$ cat src/rtl/core/pbps_pkg.sv
// ---------------------------------------------------------------------------
// pbps_pkg
// Types, codes and pattern tables of the priority beep pattern sequencer.
// ---------------------------------------------------------------------------
package pbps_pkg;

    localparam int NUM_PATTERNS = 5;
    localparam int MS_W         = 10;
    localparam int STEP_W       = 4;
    localparam int PAT_W        = 3;
    localparam int RANK_W       = 2;
    localparam int LEN_W        = 4;
    localparam int CFG_IDX_W    = 1;

    typedef enum logic [1:0] {
        OP_TICK  = 2'd0,
        OP_PLAY  = 2'd1,
        OP_CLICK = 2'd2,
        OP_STOP  = 2'd3
    } op_t;

    localparam logic [CFG_IDX_W-1:0] CFG_ENABLE    = 1'b0;
    localparam logic [CFG_IDX_W-1:0] CFG_CLICK_ENA = 1'b1;

    localparam logic [PAT_W-1:0] PAT_CHIRP    = 3'd0;
    localparam logic [PAT_W-1:0] PAT_OK       = 3'd1;
    localparam logic [PAT_W-1:0] PAT_FAIL     = 3'd2;
    localparam logic [PAT_W-1:0] PAT_REMINDER = 3'd3;
    localparam logic [PAT_W-1:0] PAT_MISSED   = 3'd4;

    typedef struct packed {
        op_t              op;
        logic [PAT_W-1:0] pattern;
        logic             from_keyboard;
    } item_t;

    typedef struct packed {
        logic             accepted;
        logic [PAT_W-1:0] playing_pattern;
        logic             busy_res;
        logic             buzzer_on;
    } result_t;

    // step duration in ms; zero past the end of a pattern
    function automatic logic [MS_W-1:0] step_ms(input logic [PAT_W-1:0] p,
                                                input logic [STEP_W-1:0] idx);
        logic [MS_W-1:0] ms;
        ms = '0;
        case (p)
            PAT_CHIRP: begin
                if (idx == 4'd0) ms = 10'd10;
            end
            PAT_OK: begin
                if (idx < 4'd3) ms = idx[0] ? 10'd70 : 10'd80;
            end
            PAT_FAIL: begin
                if (idx < 4'd7) ms = 10'd60;
            end
            PAT_REMINDER: begin
                if (idx < 4'd11) begin
                    case (idx[1:0])
                        2'd1:    ms = 10'd120;
                        2'd3:    ms = 10'd400;
                        default: ms = 10'd150;
                    endcase
                end
            end
            PAT_MISSED: begin
                if (idx < 4'd15) begin
                    if (idx == 4'd7)  ms = 10'd700;
                    else if (idx[0])  ms = 10'd200;
                    else              ms = 10'd500;
                end
            end
            default: ms = '0;
        endcase
        return ms;
    endfunction

    function automatic logic [LEN_W-1:0] seq_len(input logic [PAT_W-1:0] p);
        logic [LEN_W-1:0] n;
        case (p)
            PAT_CHIRP:    n = 4'd1;
            PAT_OK:       n = 4'd3;
            PAT_FAIL:     n = 4'd7;
            PAT_REMINDER: n = 4'd11;
            PAT_MISSED:   n = 4'd15;
            default:      n = 4'd0;
        endcase
        return n;
    endfunction

    function automatic logic [RANK_W-1:0] pat_rank(input logic [PAT_W-1:0] p);
        logic [RANK_W-1:0] r;
        case (p)
            PAT_CHIRP:    r = 2'd0;
            PAT_OK:       r = 2'd1;
            PAT_FAIL:     r = 2'd2;
            PAT_REMINDER: r = 2'd2;
            PAT_MISSED:   r = 2'd3;
            default:      r = 2'd0;
        endcase
        return r;
    endfunction

endpackage

$ cat src/rtl/core/pbps_ctrl.sv
// ---------------------------------------------------------------------------
// pbps_ctrl
// Playback state, configuration registers and next-state logic per word.
// ---------------------------------------------------------------------------
module pbps_ctrl (
    input  logic                             aclk,
    input  logic                             aresetn,
    input  logic                             cfg_we,
    input  logic [pbps_pkg::CFG_IDX_W-1:0]   cfg_index,
    input  logic                             cfg_data,
    input  logic                             item_valid,
    input  pbps_pkg::item_t                  item,
    output pbps_pkg::result_t                result
);
    import pbps_pkg::*;

    logic              enable_reg, click_en_reg;
    logic              playing_reg, playing_next;
    logic [RANK_W-1:0] rank_reg, rank_next;
    logic [PAT_W-1:0]  pat_reg, pat_next;
    logic [STEP_W-1:0] step_reg, step_next;
    logic [MS_W-1:0]   ms_reg, ms_next;
    logic              acc;

    always_ff @(posedge aclk) begin
        if (!aresetn) begin
            enable_reg   <= 1'b0;
            click_en_reg <= 1'b0;
        end else if (cfg_we) begin
            unique case (cfg_index)
                CFG_ENABLE:    enable_reg   <= cfg_data;
                CFG_CLICK_ENA: click_en_reg <= cfg_data;
                default:       ;
            endcase
        end
    end

    always_comb begin
        logic              req_en;
        logic [PAT_W-1:0]  req_pat;
        logic [MS_W-1:0]   ms_dec;
        logic [STEP_W:0]   step_inc;

        playing_next = playing_reg;
        rank_next    = rank_reg;
        pat_next     = pat_reg;
        step_next    = step_reg;
        ms_next      = ms_reg;
        acc          = 1'b0;
        req_en       = 1'b0;
        req_pat      = PAT_CHIRP;
        ms_dec       = (ms_reg != '0) ? ms_reg - 1'b1 : '0;
        step_inc     = {1'b0, step_reg} + 1'b1;

        unique case (item.op)
            OP_TICK: begin
                if (playing_reg) begin
                    ms_next = ms_dec;
                    if (ms_dec == '0) begin
                        if (pat_reg >= PAT_W'(NUM_PATTERNS) ||
                            step_inc >= {1'b0, seq_len(pat_reg)}) begin
                            playing_next = 1'b0;
                            rank_next    = '0;
                            pat_next     = '0;
                            step_next    = '0;
                            ms_next      = '0;
                        end else begin
                            step_next = step_inc[STEP_W-1:0];
                            ms_next   = step_ms(pat_reg, step_inc[STEP_W-1:0]);
                        end
                    end
                end
            end
            OP_PLAY: begin
                req_en  = 1'b1;
                req_pat = item.pattern;
            end
            OP_CLICK: begin
                // keyboard clicks need click_enable
                req_en  = !(item.from_keyboard && !click_en_reg);
                req_pat = PAT_CHIRP;
            end
            OP_STOP: begin
                playing_next = 1'b0;
                rank_next    = '0;
                pat_next     = '0;
                step_next    = '0;
                ms_next      = '0;
            end
            default: ;
        endcase

        // equal rank never preempts
        if (req_en && enable_reg && req_pat < PAT_W'(NUM_PATTERNS) &&
            !(playing_reg && pat_rank(req_pat) <= rank_reg)) begin
            acc          = 1'b1;
            playing_next = 1'b1;
            rank_next    = pat_rank(req_pat);
            pat_next     = req_pat;
            step_next    = '0;
            ms_next      = step_ms(req_pat, '0);
        end
    end

    always_ff @(posedge aclk) begin
        if (!aresetn) begin
            playing_reg <= 1'b0;
            rank_reg    <= '0;
            pat_reg     <= '0;
            step_reg    <= '0;
            ms_reg      <= '0;
        end else if (item_valid) begin
            playing_reg <= playing_next;
            rank_reg    <= rank_next;
            pat_reg     <= pat_next;
            step_reg    <= step_next;
            ms_reg      <= ms_next;
        end
    end

    always_comb begin
        result.buzzer_on       = playing_next && !step_next[0];
        result.busy_res        = playing_next;
        result.playing_pattern = playing_next ? pat_next : '0;
        result.accepted        = acc;
    end

endmodule

$ cat src/rtl/core/priority_beep_pattern_sequencer_top.sv
// ---------------------------------------------------------------------------
// priority_beep_pattern_sequencer_top
// Ranked beep pattern player: one result word per input word.
// ---------------------------------------------------------------------------
// Usage:
//   s_ channel carries one word per event: s_tuser is the kind (tick,
//   play, tap click, stop), s_tdata the pattern number and keyboard flag.
//   m_ channel returns exactly one word per input word, in order: buzzer
//   level, busy, playing pattern and whether the word started a pattern.
//   cfg_ channel writes enable (index 0) and click_enable (index 1); it is always
//   ready. The user must write it only while no word is in flight; not enforced.
// Timing:
//   A word accepted on s_ lands in the input register and moves to the
//   result register, raising m_tvalid, once that register is empty or read.
//   Throughput is one word per cycle while m_tready stays high; the playback state
//   updates in a single pass as the word leaves the input register.
// Reset:
//   aresetn low clears both config bits, the playback state and both
//   valid flags; the line reads off and no pattern plays.
// Backpressure:
//   With m_tready low the result word holds and the input register fills,
//   then s_tready drops; no word is lost or repeated.
// ---------------------------------------------------------------------------
module priority_beep_pattern_sequencer_top (
    input  logic                           aclk,
    input  logic                           aresetn,
    input  logic                           s_tvalid,
    output logic                           s_tready,
    input  logic [7:0]                     s_tdata,  // [2:0] pattern, [3] from_keyboard
    input  logic [1:0]                     s_tuser,  // [1:0] op
    output logic                           m_tvalid,
    input  logic                           m_tready,
    // [0] buzzer_on, [1] busy_res, [4:2] playing_pattern, [5] accepted
    output logic [7:0]                     m_tdata,
    input  logic                           cfg_valid,
    output logic                           cfg_ready,
    input  logic [pbps_pkg::CFG_IDX_W-1:0] cfg_index,
    input  logic                           cfg_data
);
    import pbps_pkg::*;

    logic    in_valid_reg, in_valid_next;
    item_t   in_item_reg;
    logic    out_valid_reg, out_valid_next;
    result_t out_res_reg;
    result_t res;
    logic    advance;

    assign cfg_ready = 1'b1;
    assign advance   = in_valid_reg && (!out_valid_reg || m_tready);
    assign s_tready  = !in_valid_reg || advance;

    always_comb begin
        if (s_tvalid && s_tready) in_valid_next = 1'b1;
        else if (advance)         in_valid_next = 1'b0;
        else                      in_valid_next = in_valid_reg;

        if (advance)       out_valid_next = 1'b1;
        else if (m_tready) out_valid_next = 1'b0;
        else               out_valid_next = out_valid_reg;
    end

    always_ff @(posedge aclk) begin
        if (!aresetn) begin
            in_valid_reg  <= 1'b0;
            out_valid_reg <= 1'b0;
        end else begin
            in_valid_reg  <= in_valid_next;
            out_valid_reg <= out_valid_next;
        end
    end

    always_ff @(posedge aclk) begin
        if (s_tvalid && s_tready) begin
            in_item_reg.op            <= op_t'(s_tuser);
            in_item_reg.pattern       <= s_tdata[2:0];
            in_item_reg.from_keyboard <= s_tdata[3];
        end
        if (advance) out_res_reg <= res;
    end

    pbps_ctrl u_ctrl (
        .aclk       (aclk),
        .aresetn    (aresetn),
        .cfg_we     (cfg_valid && cfg_ready),
        .cfg_index  (cfg_index),
        .cfg_data   (cfg_data),
        .item_valid (advance),
        .item       (in_item_reg),
        .result     (res)
    );

    assign m_tvalid = out_valid_reg;
    assign m_tdata  = {2'b00, out_res_reg.accepted, out_res_reg.playing_pattern,
                       out_res_reg.busy_res, out_res_reg.buzzer_on};

endmodule

$ cat config.mk
export PLATFORM = sky130hd
export DESIGN_NAME = priority_beep_pattern_sequencer_top
export DESIGN_NICKNAME = d
export VERILOG_FILES = /design/src/rtl/core/pbps_pkg.sv /design/src/rtl/core/pbps_ctrl.sv /design/src/rtl/core/priority_beep_pattern_sequencer_top.sv
export SDC_FILE = /design/constraint.sdc
export NUM_CORES = 1
export LEC_CHECK = 0
export ABC_CLOCK_PERIOD_IN_PS = 3300
export BUFFER_PORTS_ARGS = -buffer_cell sky130_fd_sc_hd__buf_2
export CORE_UTILIZATION = 30
export DETAILED_ROUTE_END_ITERATION = 7
export PLACE_DENSITY = 0.43
export SYNTH_ARGS = -nofsm -noshare
export SYNTH_HDL_FRONTEND = slang
export SYNTH_HIERARCHICAL = 1
export SYNTH_SLANG_ARGS = --single-unit
$ cat constraint.sdc
create_clock -name aclk -period 3.3 [get_ports aclk]
set_input_delay 0.66 -clock aclk [delete_from_list [all_inputs] [get_ports aclk]]
set_output_delay 0.66 -clock aclk [all_outputs]
set_load 0.005 [all_outputs]
Word-level counts from Yosys, hierarchy flattened
Cells that the tools add are included.
{"block": "word_totals", "regBits": 36, "in_bits": 17}
{"block": "op_classes", "muxes": 49, "bitwise_logic": 1, "reduce_logical": 32, "n_lt_le_gt_ge": 8, "eq_ne": 17, "addsub": 2}
{"cell": "2-to-1 mux 10 bit", "count": 9}
{"cell": "one-hot mux 10 bit (5 select lines)", "count": 1}
{"cell": "one-hot mux 9 bit (5 select lines)", "count": 1}
{"cell": "2-to-1 mux 4 bit", "count": 8}
{"cell": "one-hot mux 10 bit (2 select lines)", "count": 1}
{"cell": "one-hot mux 4 bit (5 select lines)", "count": 1}
{"cell": "one-hot mux 9 bit (2 select lines)", "count": 1}
{"cell": "2-to-1 mux 3 bit", "count": 5}
{"cell": "== test 3 x 2 -> 1 bit, second input constant", "count": 4}
{"cell": "logical NOT 10 bit", "count": 1}
{"cell": "nonzero test 10 bit", "count": 1}
{"cell": "subtractor 10 x 1 -> 10 bit, second input constant", "count": 1}
{"cell": "2-to-1 mux 1 bit", "count": 9}
{"cell": "2-to-1 mux 9 bit", "count": 1}
{"cell": "!= test 3 x 1 -> 1 bit, second input constant", "count": 3}
{"cell": "logical AND 1 bit", "count": 8}
{"cell": "< comparator 4 bit, second input constant", "count": 2}
{"cell": "2-to-1 mux 2 bit", "count": 4}
{"cell": "one-hot mux 4 bit (2 select lines)", "count": 1}
{"cell": "== test 2 bit, second input constant", "count": 3}
{"cell": "== test 3 x 1 -> 1 bit, second input constant", "count": 2}
{"cell": "== test 3 bit, second input constant", "count": 2}
{"cell": "logical NOT 1 bit", "count": 6}
{"cell": "logical NOT 3 bit", "count": 2}
{"cell": "26 further kinds", "count": 32}

Longest topological paths before layout
{"block": "depth", "depth_word": 15, "ltp_mapped": 14, "mapped_depth_nobuf": 13}

Cells and area by module
Netlist, hierarchy kept.
{"module": "pbps_ctrl", "n_inst": 1, "seq_area_each_um2": 440.4, "cells_per_inst": 290, "area_each_um2": 2192.1}
{"module": "priority_beep_pattern_sequencer_top", "n_inst": 1, "seq_area_each_um2": 400.4, "cells_per_inst": 26, "area_each_um2": 494.2}

Worst setup path before layout
No wires, ideal clock.
{"block": "synth_timing", "path_type": "register to register", "from": "register u_ctrl.step_reg[0]", "to": "register out_res_reg, in the netlist m_tdata[1] (data pin)", "setup_ns": 0.251, "path_stages_with_launch": 12, "slack_ns": 0.331, "arrival_time_ns": 2.717, "n_path_buf": 2, "path_cell_list": "dfxtp_1 -> clkbuf_1 -> nand3_1 -> xor2_1 -> inv_1 -> ha_1 -> o21ai_0 -> o211ai_1 -> a31oi_1 -> o22ai_1 -> inv_1 -> buf_4"}
{"block": "synth_between", "elab_chain_len": 8}
{"item": "from (decl)", "line_no": "pbps_ctrl.sv:21", "text": "logic [STEP_W-1:0] step_reg, step_next;"}
{"item": "from (signal assigned)", "line_no": "pbps_ctrl.sv:116", "text": "step_reg <= step_next;"}
{"item": "adder 4 x 1 -> 5 bit", "line_no": "pbps_ctrl.sv:53", "text": "step_inc = {1'b0, step_reg} + 1'b1;"}
{"item": ">= comparator 5 x 4 -> 1 bit", "line_no": "pbps_ctrl.sv:61", "text": "step_inc >= {1'b0, seq_len(pat_reg)}) begin"}
{"item": "logical OR 1 bit", "line_no": "pbps_ctrl.sv:60", "text": "if (pat_reg >= PAT_W'(NUM_PATTERNS) ||"}
{"item": "2-to-1 mux 1 bit", "line_no": "pbps_ctrl.sv:60"}
{"item": "2-to-1 mux 1 bit", "line_no": "pbps_ctrl.sv:59", "text": "if (ms_dec == '0) begin"}
{"item": "2-to-1 mux 1 bit", "line_no": "pbps_ctrl.sv:57", "text": "if (playing_reg) begin"}
{"item": "one-hot mux 1 bit (2 select lines)", "line_no": "pbps_ctrl.sv:55", "text": "unique case (item.op)"}
{"item": "2-to-1 mux 1 bit", "line_no": "pbps_ctrl.sv:94", "text": "if (req_en && enable_reg && req_pat < PAT_W'(NUM_PATTERNS) &&"}
{"item": "named net u_ctrl.playing_next", "line_no": "pbps_ctrl.sv:18", "text": "logic playing_reg, playing_next;"}
{"item": "to (signal assigned)", "line_no": "priority_beep_pattern_sequencer_top.sv:79", "text": "if (advance) out_res_reg <= res;"}
{"item": "to (decl)", "line_no": "priority_beep_pattern_sequencer_top.sv:45", "text": "result_t out_res_reg;"}
The timed path passes the listed nets, and every way through them passes these cells.
A chain may end at the register's enable or synchronous reset.

Worst setup path in the final report
{"block": "layout_timing", "from": "register in_item_reg[5] (netlist name)", "to": "register u_ctrl.step_reg[1]"}
{"block": "layout_between", "elab_chain_len": 11}
{"item": "from (decl)", "line_no": "priority_beep_pattern_sequencer_top.sv:43", "text": "item_t in_item_reg;"}
{"item": "== test 2 x 1 -> 1 bit", "line_no": "pbps_ctrl.sv:55"}
{"item": "2-to-1 mux 3 bit", "line_no": "pbps_ctrl.sv:55"}
{"item": "== test 3 x 2 -> 1 bit", "line_no": "pbps_pkg.sv:95", "text": "case (p)"}
{"item": "OR reduction 2 bit (no source line)"}
{"item": "one-hot mux 2 bit (3 select lines)", "line_no": "pbps_pkg.sv:95"}
{"item": "<= comparator 2 bit", "line_no": "pbps_ctrl.sv:95", "text": "!(playing_reg && pat_rank(req_pat) <= rank_reg)) begin"}
{"item": "logical AND 1 bit", "line_no": "pbps_ctrl.sv:95"}
{"item": "logical NOT 1 bit", "line_no": "pbps_ctrl.sv:95"}
{"item": "logical AND 1 bit", "line_no": "pbps_ctrl.sv:94"}
{"item": "!= test 3 x 1 -> 1 bit (no source line) / nonzero test 3 bit (equally long branches)"}
{"item": "AND reduction 4 bit (no source line)"}
Several ways; a longest one is shown, not always the timed one.

==> impl_metrics.ini <==
[status]
status = completed

[floorplanning]
die_area_mm2 = 0.00934
die_y_um = 96.6
initial_core_util_pct = 31.0
ios = 28
row_count = 34
core_area_mm2 = 0.00868
die_x_um = 96.6

[synthesis]
synth_warnings = 6
synth_xor_area_share_pct = 3.26
yosys-top-cells-area = dfxtp_1 (18%), edfxtp_1 (13%), ha_1 (7.9%)
synthAdderAreaFrac_pct = 7.92
synth_edf_count = 12
synth_top_flop_cell = dfxtp_1
yosysUniqueCellTypes = 71
synthTopCellsByCount = nor2_1 (26), dfxtp_1 (24), nand3_1 (21), nand2_1 (19)
synth-seq-cells = 36
synth_top_area_cell = dfxtp_1
synth.top_cell.area_share_pct = 17.9
synthSimpleGateAreaFrac_pct = 23.5
muxShareOfSynthArea_pct = 2.65
syn_area_per_cell_um2 = 8.50
synth_top_family_by_area = compound AO/OA/AOI/OAI gates
synth_compound_area_share_pct = 24.4
synthArstFlopShare_pct = 0
yosysMostFrequentCell = nor2_1
synth.cell_area_mm2 = 0.00269
ys_seq_area_share_pct = 31.3
synth_cells = 316

[clock_network]
clk_path_buf_depth = 2
cts_root_buf = clkbuf_8
ctsHoldBuffers = 0
ctsResizeCount = 0
h-tree-depth = 2
clkLatencyLatePin_ns = 0.30
clock_sinks = 36
cts_tree = done
path_clk_slew_ns = 0.09
cts_buffers = 5
cts_setup_buffers = 0

[layout]
fin_nets = 374
largest_reg_flops = 10
drive_gt1_share_pct = 17.9
num_antenna_cells = 0
syn_to_final_growth_pct = 13.6

[grt]
grt_pass1_vias = 2344
grt_pass1_wl_um = 12200
grt_usage_pct = 16.2
grt_max_degree = 18
overflow = 0
antenna_found_initial = 0

[place]
place_congestion = 0.807
place_ws_ns = 0.329
port_buffers = 20
dp_hpwl_um = 5520

[worst_setup_path]
cp-start-kind = register
crit_type = register to register
arrival_ns = 3.17
path_max_fanout = 6
cp_data_required_time_ns = 3.50
cp-end-kind = register

[timing]
period_share_pct = 90.3
rsz0062_at_grt = false
hold_viol_final = 0
tightest_slew_ns = 0.576
max_freq_ghz = 0.336
min_period_ns = 2.98
drv_slew = 0
skew_ns = 0.00720
fin_tns_setup_ns = 0
setup_violations = 0
layout_setup_ws_ns = 0.321
max_slew_margin_pct = 61.3

[pwr]
p_leak_nw = 1.22
vdd_drop_max_v = 0.000189
power.density_mw_per_mm2 = 339

[drt]
vias = 2384
drtIter0Drc = 129
dr.pass1.iters = 4
via_per_inst = 5.31
drc = 0
wl_per_cell_um = 16.1
ant_nets = 0
routed_wl_um = 7240

[worst_hold_path]
hold_class = register to register

[flow_run]
drv_cap = 0
[critical path, stage by stage (launching register included)]
cell and delay [ns]:
edfxtp_1 0.42, inv_1 0.10, ha_1 0.17, inv_1 0.10, or3_1 0.42, ha_1 0.28
nand2_1 0.06, o21ai_0 0.13, nand2_1 0.12, nand2_1 0.09, inv_2 0.13, o311ai_1 0.12
buf_4 0.20, a22o_1 0.29, a22o_1 0.25
[final timing paths]
path                                    startpoint                               end  slack [ns]  cells past startpoint
hold / removal    u_ctrl/click_en_reg$_SDFFE_PN0P_  u_ctrl/click_en_reg$_SDFFE_PN0P_        0.46                      2
setup / recovery          in_item_reg[5]$_DFFE_PP_   u_ctrl/step_reg[1]$_SDFFE_PN0P_        0.32                     14
setup reg to reg          in_item_reg[5]$_DFFE_PP_   u_ctrl/step_reg[1]$_SDFFE_PN0P_        0.32                     14
hold reg to reg   u_ctrl/click_en_reg$_SDFFE_PN0P_  u_ctrl/click_en_reg$_SDFFE_PN0P_        0.46                      2
[metrics by stage]
step / cell area [um2] / utilization (%) / std cells / hold slack (ns) / total power, mW
after global routing: 3050 / 35.2 / 449 / 0.508 / 1.09
final: 3050 / 35.2 / 449 / 0.458 / 1.04
after CTS: 3050 / 35.2 / 449 / 0.466 / 1.05
after detailed placement: 2960 / 34.1 / 441 / 0.453 / 0.708
after global placement: 2960 / 34.1 / 441 / 0.442 / 0.709
after floorplan: 2690 / - / 317 / 0.431 / 0.653
[layer usage]
| metal | share of wire [%] | track usage [%] |
|---|---|---|
| met5 | 0 | 0 |
| met1 | 51 | 23.5 |
| met2 | 45 | 25.2 |
| met3 | 3.1 | 2.17 |
| met4 | 0.79 | 4.02 |
[placed cells by master (no fill, tap or decap), types with 7 or more instances in the layout]
master / n
inv_1: 14
edfxtp_1: 12
nand3_1: 21
o211ai_1: 7
dfxtp_1: 24
nor2_1: 26
nor2b_1: 7
ha_1: 17
a31oi_1: 9
nor3_1: 7
nand2_1: 19
o21ai_0: 17
a21oi_1: 14
buf_2: 20
buf_4: 18
[cell type report]
cell class	instances	area (um2)
Fill cell	956	5630
Multi-Input combinational cell	242	1670
Sequential cell	36	841
Timing Repair Buffer	39	255
Tap cell	108	135
Clock buffer	5	68.8
Inverter	16	60.1
Clock inverter	3	23.8
[report_power, final]
part           switching [mW]  internal [mW]  total, mW
clock                   0.188          0.150      0.338
sequential             0.0190          0.473      0.492
combinational           0.118         0.0878      0.206
total                   0.325          0.711       1.04
[cell families (layout without fill, tap and decap cells)]
group	count (synthesis)	count (layout)
xor+xnor	10	10
fa+ha+maj	17	17
simple gates	113	113
mux	7	7
other cells	2	3
compound gates	92	92
flops	36	36
buf+inv	39	63
Power figures use the tool's default switching activity.
